**config.mk**
```make
export PLATFORM = sky130hd
export DESIGN_NAME = compass_heading_autocal
export DESIGN_NICKNAME = d
export VERILOG_FILES = /design/src/rtl/core/cha_pkg.sv /design/src/rtl/core/compass_heading_autocal.sv /design/src/rtl/core/cha_cordic.sv
export SDC_FILE = /design/constraint.sdc
export NUM_CORES = 2
export LEC_CHECK = 0
export ABC_AREA = 1
export ABC_CLOCK_PERIOD_IN_PS = 18100
export BUFFER_PORTS_ARGS = -buffer_cell sky130_fd_sc_hd__buf_2
export CORE_MARGIN = 2
export CORE_UTILIZATION = 50
export CTS_CLUSTER_SIZE = 10
export DETAILED_ROUTE_END_ITERATION = 7
export HOLD_SLACK_MARGIN = 0.06
export PLACE_DENSITY = 0.67
export SYNTH_ARGS = -nofsm -noshare
export SYNTH_HDL_FRONTEND = slang
export SYNTH_SLANG_ARGS = --single-unit
```
**constraint.sdc**
```tcl
create_clock -name clk_i -period 18.1 [get_ports clk_i]
set_clock_uncertainty 0.2 [all_clocks]
set_input_delay 4.525 -clock clk_i [delete_from_list [all_inputs] [get_ports clk_i]]
set_output_delay 4.525 -clock clk_i [all_outputs]
set_load 0.02 [all_outputs]
```
**src/rtl/core/cha_pkg.sv**
```systemverilog
// Package: shared types and constants for the compass heading block.
package cha_pkg;
  localparam int CordicStepsDef = 16;
  localparam int TabLen = 24;
  localparam int AngW = 24;
  localparam int VecW = 42;
  localparam logic signed [16:0] MaxReset = -17'sd65536;
  localparam logic signed [16:0] MinReset = 17'sd65535;
  localparam logic [14:0] Deg360 = 15'd23040;
  localparam logic [14:0] Deg90 = 15'd5760;
  localparam logic [14:0] Deg270 = 15'd17280;
  localparam logic [AngW-1:0] Ang90 = 24'd5898240;

  typedef enum logic [1:0] {
    ST_IDLE, ST_PREP, ST_ITER, ST_DONE
  } state_e;

  function automatic logic [AngW-1:0] atan_lut(input logic [4:0] i);
    logic [AngW-1:0] r;
    case (i)
      5'd0: r = 24'd2949120;  5'd1: r = 24'd1740967; 5'd2: r = 24'd919879;
      5'd3: r = 24'd466945;   5'd4: r = 24'd234379;  5'd5: r = 24'd117304;
      5'd6: r = 24'd58666;    5'd7: r = 24'd29335;   5'd8: r = 24'd14668;
      5'd9: r = 24'd7334;     5'd10: r = 24'd3667;   5'd11: r = 24'd1833;
      5'd12: r = 24'd917;     5'd13: r = 24'd458;    5'd14: r = 24'd229;
      5'd15: r = 24'd115;     5'd16: r = 24'd57;     5'd17: r = 24'd29;
      5'd18: r = 24'd14;      5'd19: r = 24'd7;      5'd20: r = 24'd4;
      5'd21: r = 24'd2;       5'd22: r = 24'd1;      default: r = '0;
    endcase
    return r;
  endfunction
endpackage

```
**src/rtl/core/compass_heading_autocal.sv**
```systemverilog
// Top level: compass heading with running hard-iron min/max calibration.
// One item at a time: a new item is taken only after the last result is accepted.
// in_ready_o is low while an item is in flight or its result waits.
// Reset: min/max trackers return to their empty values, declination to 0.
module compass_heading_autocal #(
  parameter int CordicSteps = cha_pkg::CordicStepsDef
) (
  input  logic               clk_i,
  input  logic               rst_ni,
  input  logic               psel,
  input  logic               penable,
  input  logic               pwrite,
  input  logic [1:0]         paddr,
  input  logic [31:0]        pwdata,
  output logic [31:0]        prdata,
  output logic               pready,
  input  logic               in_valid_i,
  output logic               in_ready_o,
  input  logic signed [15:0] x_set_raw_i,
  input  logic signed [15:0] y_set_raw_i,
  input  logic signed [15:0] x_reset_raw_i,
  input  logic signed [15:0] y_reset_raw_i,
  output logic               out_valid_o,
  input  logic               out_ready_i,
  output logic [14:0]        heading_o,
  output logic [2:0]         sector_o
);
  cha_pkg::state_e st_q, st_d;
  logic signed [14:0] decl_q;
  logic signed [16:0] maxx_q, maxy_q, minx_q, miny_q;
  logic signed [16:0] maxx_d, maxy_d, minx_d, miny_d;
  logic signed [18:0] dx_q, dy_q;
  logic [1:0] quad_q;
  logic signed [16:0] xs, ys, xr, yr;
  logic [17:0] t0, t1;
  logic cstart, cdone;
  logic [14:0] ang;
  logic [14:0] head_q;
  logic [2:0] sec_q;
  logic in_acc;

  assign pready = 1'b1;
  assign prdata = {{17{decl_q[14]}}, decl_q};
  always_ff @(posedge clk_i or negedge rst_ni) begin
    if (!rst_ni) decl_q <= '0;
    else if (psel && penable && pwrite && paddr == 2'd0) decl_q <= pwdata[14:0];
  end

  assign in_acc = in_valid_i && in_ready_o;
  assign in_ready_o = (st_q == cha_pkg::ST_IDLE);
  assign xs = 17'(x_set_raw_i); assign ys = 17'(y_set_raw_i);
  assign xr = 17'(x_reset_raw_i); assign yr = 17'(y_reset_raw_i);

  always_comb begin
    maxx_d = maxx_q; minx_d = minx_q; maxy_d = maxy_q; miny_d = miny_q;
    if (xs > maxx_d) maxx_d = xs;
    if (xs < minx_d) minx_d = xs;
    if (ys > maxy_d) maxy_d = ys;
    if (ys < miny_d) miny_d = ys;
    if (xr > maxx_d) maxx_d = xr;
    if (xr < minx_d) minx_d = xr;
    if (yr > maxy_d) maxy_d = yr;
    if (yr < miny_d) miny_d = yr;
  end

  always_ff @(posedge clk_i or negedge rst_ni) begin
    if (!rst_ni) begin
      maxx_q <= cha_pkg::MaxReset; maxy_q <= cha_pkg::MaxReset;
      minx_q <= cha_pkg::MinReset; miny_q <= cha_pkg::MinReset;
    end else if (in_acc) begin
      maxx_q <= maxx_d; maxy_q <= maxy_d; minx_q <= minx_d; miny_q <= miny_d;
    end
  end

  always_ff @(posedge clk_i) begin
    if (in_acc) begin
      dx_q <= 19'(xs - xr) - (19'(maxx_d) + 19'(minx_d));
      dy_q <= 19'(ys - yr) - (19'(maxy_d) + 19'(miny_d));
    end
  end

  always_ff @(posedge clk_i) begin
    if (st_q == cha_pkg::ST_PREP) quad_q <= {dx_q < 0, dy_q > 0};
  end

  logic [18:0] ax, ay;
  assign ax = dx_q < 0 ? 19'(-dx_q) : 19'(dx_q);
  assign ay = dy_q < 0 ? 19'(-dy_q) : 19'(dy_q);
  assign t1 = ax[17:0];
  assign t0 = ay[17:0];
  assign cstart = (st_q == cha_pkg::ST_PREP);

  cha_cordic #(.CordicSteps(CordicSteps)) u_cordic (
    .clk_i, .rst_ni, .start_i(cstart), .t0_i(t0), .t1_i(t1),
    .done_o(cdone), .ang_o(ang)
  );

  logic signed [17:0] h0, h1;
  logic [2:0] sec;
  always_comb begin
    case (quad_q)
      2'b11: h0 = 18'(cha_pkg::Deg90) - 18'(ang);
      2'b10: h0 = 18'(cha_pkg::Deg90) + 18'(ang);
      2'b00: h0 = 18'(cha_pkg::Deg270) - 18'(ang);
      default: h0 = 18'(cha_pkg::Deg270) + 18'(ang);
    endcase
    // quad 00 means dx>=0, dy<=0; dy==0 gives ang 0 either way
    if (quad_q == 2'b00 && dy_q == 0) h0 = 18'(cha_pkg::Deg270) + 18'(ang);
    h1 = h0 + 18'(decl_q);
    if (decl_q > 0) begin
      if (h1 > 18'sd23040) h1 = h1 - 18'sd23040;
    end else if (h1 < 0) h1 = h1 + 18'sd23040;
    if (h1 > 18'sd21600 || h1 < 18'sd1440) sec = 3'd0;
    else if (h1 > 18'sd18720) sec = 3'd7;
    else if (h1 > 18'sd15840) sec = 3'd6;
    else if (h1 > 18'sd12960) sec = 3'd5;
    else if (h1 > 18'sd10080) sec = 3'd4;
    else if (h1 > 18'sd7200) sec = 3'd3;
    else if (h1 > 18'sd4320) sec = 3'd2;
    else sec = 3'd1;
  end

  always_ff @(posedge clk_i) begin
    if (cdone) begin
      head_q <= h1[14:0]; sec_q <= sec;
    end
  end

  always_comb begin
    st_d = st_q;
    unique case (st_q)
      cha_pkg::ST_IDLE: if (in_acc) st_d = cha_pkg::ST_PREP;
      cha_pkg::ST_PREP: st_d = cha_pkg::ST_ITER;
      cha_pkg::ST_ITER: if (cdone) st_d = cha_pkg::ST_DONE;
      cha_pkg::ST_DONE: if (out_ready_i) st_d = cha_pkg::ST_IDLE;
      default: st_d = cha_pkg::ST_IDLE;
    endcase
  end

  always_ff @(posedge clk_i or negedge rst_ni) begin
    if (!rst_ni) st_q <= cha_pkg::ST_IDLE;
    else st_q <= st_d;
  end

  assign out_valid_o = (st_q == cha_pkg::ST_DONE);
  assign heading_o = head_q;
  assign sector_o = sec_q;

  a_hold: assert property (@(posedge clk_i) disable iff (!rst_ni)
    out_valid_o && !out_ready_i |=> out_valid_o && $stable(heading_o))
    else $error("result changed while stalled");
  a_range: assert property (@(posedge clk_i) disable iff (!rst_ni)
    out_valid_o |-> heading_o <= cha_pkg::Deg360)
    else $error("heading out of range");
  a_excl: assert property (@(posedge clk_i) disable iff (!rst_ni)
    !(in_ready_o && out_valid_o))
    else $error("accepting while result pending");
endmodule

```
**src/rtl/core/cha_cordic.sv**
```systemverilog
// Iterative vectoring CORDIC: one micro-rotation per cycle.
module cha_cordic #(
  parameter int CordicSteps = cha_pkg::CordicStepsDef
) (
  input  logic                       clk_i,
  input  logic                       rst_ni,
  input  logic                       start_i,
  input  logic [17:0]                t0_i,
  input  logic [17:0]                t1_i,
  output logic                       done_o,
  output logic [14:0]                ang_o
);
  localparam int CntW = $clog2(CordicSteps + 1);
  localparam int VW = cha_pkg::VecW;

  logic signed [VW-1:0] x_q, x_d, y_q, y_d;
  logic signed [VW:0] z_q, z_d;
  logic [CntW-1:0] cnt_q, cnt_d;
  logic busy_q, busy_d;
  logic done_q, done_d;
  logic signed [VW-1:0] dx, dy;
  logic signed [VW:0] tab, zc;

  assign dx = y_q >>> cnt_q;
  assign dy = x_q >>> cnt_q;
  assign tab = $signed({{(VW+1-cha_pkg::AngW){1'b0}}, cha_pkg::atan_lut(5'(cnt_q))});

  always_comb begin
    x_d = x_q; y_d = y_q; z_d = z_q; cnt_d = cnt_q; busy_d = busy_q;
    if (start_i) begin
      x_d = $signed({{(VW-38){1'b0}}, t1_i, 20'd0});
      y_d = $signed({{(VW-38){1'b0}}, t0_i, 20'd0});
      z_d = '0; cnt_d = '0; busy_d = 1'b1;
    end else if (busy_q) begin
      if (y_q > 0) begin
        x_d = x_q + dx; y_d = y_q - dy; z_d = z_q + tab;
      end else if (y_q < 0) begin
        x_d = x_q - dx; y_d = y_q + dy; z_d = z_q - tab;
      end
      cnt_d = cnt_q + 1'b1;
      if (cnt_q == CntW'(CordicSteps - 1)) busy_d = 1'b0;
    end
  end

  assign done_d = busy_q && !busy_d;

  always_ff @(posedge clk_i or negedge rst_ni) begin
    if (!rst_ni) begin
      busy_q <= 1'b0; cnt_q <= '0; done_q <= 1'b0;
    end else begin
      busy_q <= busy_d; cnt_q <= cnt_d; done_q <= done_d;
    end
  end

  always_ff @(posedge clk_i) begin
    x_q <= x_d; y_q <= y_d; z_q <= z_d;
  end

  always_comb begin
    if (z_q < 0) zc = '0;
    else if (z_q > $signed({{(VW+1-cha_pkg::AngW){1'b0}}, cha_pkg::Ang90}))
      zc = $signed({{(VW+1-cha_pkg::AngW){1'b0}}, cha_pkg::Ang90});
    else zc = z_q;
  end
  logic [VW:0] zr;
  assign zr = zc + (VW+1)'(512);
  assign ang_o = zr[24:10];
  assign done_o = done_q;
endmodule
```
==> metrics.yaml <==
global_routing:
  antenna_found_initial: 0
  overflow: 0
  grt.total_usage_pct: 28.3
  grt_pass1_vias: 33700
  grt_pass1_wl_mm: 173
  grt_max_degree: 95
sta:
  finalCriticalPeriod_ns: 12.90
  timing.fmax_mhz: 77.5
  worstMarginPinSlew_ns: 1.05
  rsz0062_at_grt: "no"
  hold_viol: 0
  fin_crit_sh_pct: 71.3
  finalSetupTns_ns: 0
  maxSlewHeadroom_pct: 29.8
  setup_viol: 0
  slew_viol_final: 0
min_path:
  min_path_type: "reg2reg"
  min_from: "u_cordic.z_q[0]$_SDFFE_PP0P_"
routing:
  viasPerCell: 5.55
  drtAntennaViolNets: 0
  first_iter_violations: 3340
  drtPass1Iterations: 5
  post_drt_wl_per_cell_um: 16.4
  route.detailed.drc: 0
  num_vias: 36600
  postRouteWirelength_mm: 108
clock_tree:
  cts_resized: 0
  cts.path.max_buffers: 3
  cts_buffers: 40
  clock_latency_ns: 0.58
  cts_root_buf: "clkbuf_16"
  htree_levels: 2
  path_clk_slew_ns: 0.05
  tritoncts: "built"
  ctsHoldBuffers: 0
  post-cts-setup-buffer-count: 0
  cts.sinks: 277
floorplan:
  dieArea_um2: 74900
  io_pins: 158
  core-area_um2: 71700
  dieHeight_um: 274
  fp.dieW_um: 274
  start_util_pct: 50.7
  rows: 98
final_layout:
  diodes: 0
  final_nets: 6130
  areaGrowthSynthToFinish_pct: 6.81
  drive_gt1_share_pct: 6.98
  num-fill-cells: 7335
place:
  gp_congestion: 0.968
  hpwlAfterDp_mm: 85.0
  port_buffers: 139
synth:
  synth_flop_cell: "edfxtp_1"
  synth_area_leader_cell: "nand2_1"
  syn_area_um2: 36400
  synth_area_per_cell_um2: 6.50
  synth_edf_count: 94
  yosysMostFrequentCell: "nand2_1"
  synth.area.top_cells: "nand2_1 (14%), ha_1 (12%), o21ai_0 (8.4%)"
  synth_cells: 5594
  ys_types: 82
  ys_ff_latch: 277
  synth_top_area_share_pct: 14.2
  syn-num-nets: 6112
  yosysWarnings: 0
  yosysSeqAreaShare_pct: 19.2
  async_reset_ff_share_pct: 33.2
  synth.top_cells.by_count: "nand2_1 (1372), inv_1 (748), o21ai_0 (611)"
critical_path:
  startpoint: "x_set_raw_i[2]"
  start_kind: "input port"
  cp_slowest_cell: "o41a_1"
  r2r_start: "maxx_q[2]$_DFFE_PN0P_"
  end_kind: "flip-flop"
  max_stage_delay_ns: 0.57
  crit_type: "in2reg"
  required_ns: 18.22
  worstPathArrival_ns: 13.02
  worstPathMaxFanout: 18
status:
  status: "completed"
run:
  maxCapViolCount: 0
area by class of cell:
class                           count  area [um2]  area share (%)
Multi-Input combinational cell   4360       25600            65.9
Clock inverter                     10         116           0.300
Sequential cell                   277        7000            18.0
Clock buffer                       62        1160            3.00
Inverter                          767        2890            7.43
Timing Repair Buffer              166         901            2.32
Tap cell                          950        1190            3.06
flip-flops by register name (all words and copies together), names as in the netlist, 2 cells and up:
name / count
dy_q: 19
u_cordic.cnt_q: 5
dx_q: 19
maxx_q: 17
u_cordic.x_q: 42
miny_q: 17
maxy_q: 17
u_cordic.y_q: 42
decl_q: 15
sector_o: 3
st_q: 2
quad_q: 2
u_cordic.z_q: 43
minx_q: 17
heading_o: 15
worst max-delay path: cells and delay by family:
kind | cells | cell delay, ns
AO/OA/AOI/OAI | 18 | 4.49
XOR/XNOR | 1 | 0.08
adder cells (fa/ha/maj) | 5 | 1.97
buffers and inverters | 4 | 0.59
AND/OR/NAND/NOR | 16 | 1.35
stage by stage:
| step | util (%) | std cells | hold WS [ns] | setup slack, ns | area, um2 |
|---|---|---|---|---|---|
| 2_1_floorplan | - | 5594 | 0.265 | 6.58 | 36400 |
| 3_3_place_gp | 52.4 | 6520 | 0.285 | 4.64 | 37600 |
| 3_5_place_dp | 52.4 | 6520 | 0.289 | 4.60 | 37600 |
| 4_1_cts | 54.1 | 6592 | 0.296 | 5.17 | 38800 |
| 5_1_grt | 54.1 | 6592 | 0.327 | 4.32 | 38800 |
| 6_report | 54.1 | 6592 | 0.294 | 5.20 | 38800 |
metal layers:
layer	part of all wire [%]	routed length [um]	track usage, %
met1	47	50500	39.7
met2	44	47200	44.7
met5	0	0	0
met4	2.9	3170	8.35
met3	6.7	7210	4.46
placed cells by master, fill, tap and decap left out, types with 32 or more instances in the layout:
cell type and instances:
nand2_1 1370, inv_1 743, o21ai_0 611, nor2_1 448, a21oi_1 394, ha_1 338, nand3_1 223, xor2_1 158
buf_2 138, edfxtp_1 94, dfxtp_1 91, xnor2_1 81, nand4_1 76, fa_1 74, nor3_1 60, o21ai_1 56
dfrtp_1 54, mux2i_1 49, o22ai_1 42, clkbuf_16 41, a31oi_1 38, o211ai_1 35, dfstp_2 34, nor4_1 32
cells by family after synthesis:
logic type,Yosys count,synth area share [%]
AND/OR/NAND/NOR,2322,26.8
AO/OA/AOI/OAI,1319,20.0
buffers and inverters,957,10.5
adder cells (fa/ha/maj),413,15.7
flip-flops,277,19.2
XOR/XNOR,242,5.85
multiplexers,63,1.78
other,1,0.0103
final timing paths:
path,to,slack [ns],cells after the start
setup reg to reg,dx_q[17]$_DFFE_PP_,8.93,44
min in group asynchronous,maxx_q[11]$_DFFE_PN0P_,3.70,1
setup / recovery,dx_q[17]$_DFFE_PP_,5.20,44
hold reg to reg,u_cordic.z_q[0]$_SDFFE_PP0P_,0.29,2
hold / removal,u_cordic.z_q[0]$_SDFFE_PP0P_,0.29,2
max in group asynchronous,maxy_q[6]$_DFFE_PN0P_,12.75,2
Power is not shown: default switching activity piles up to over one toggle a cycle in this logic, so the estimate is an artifact.
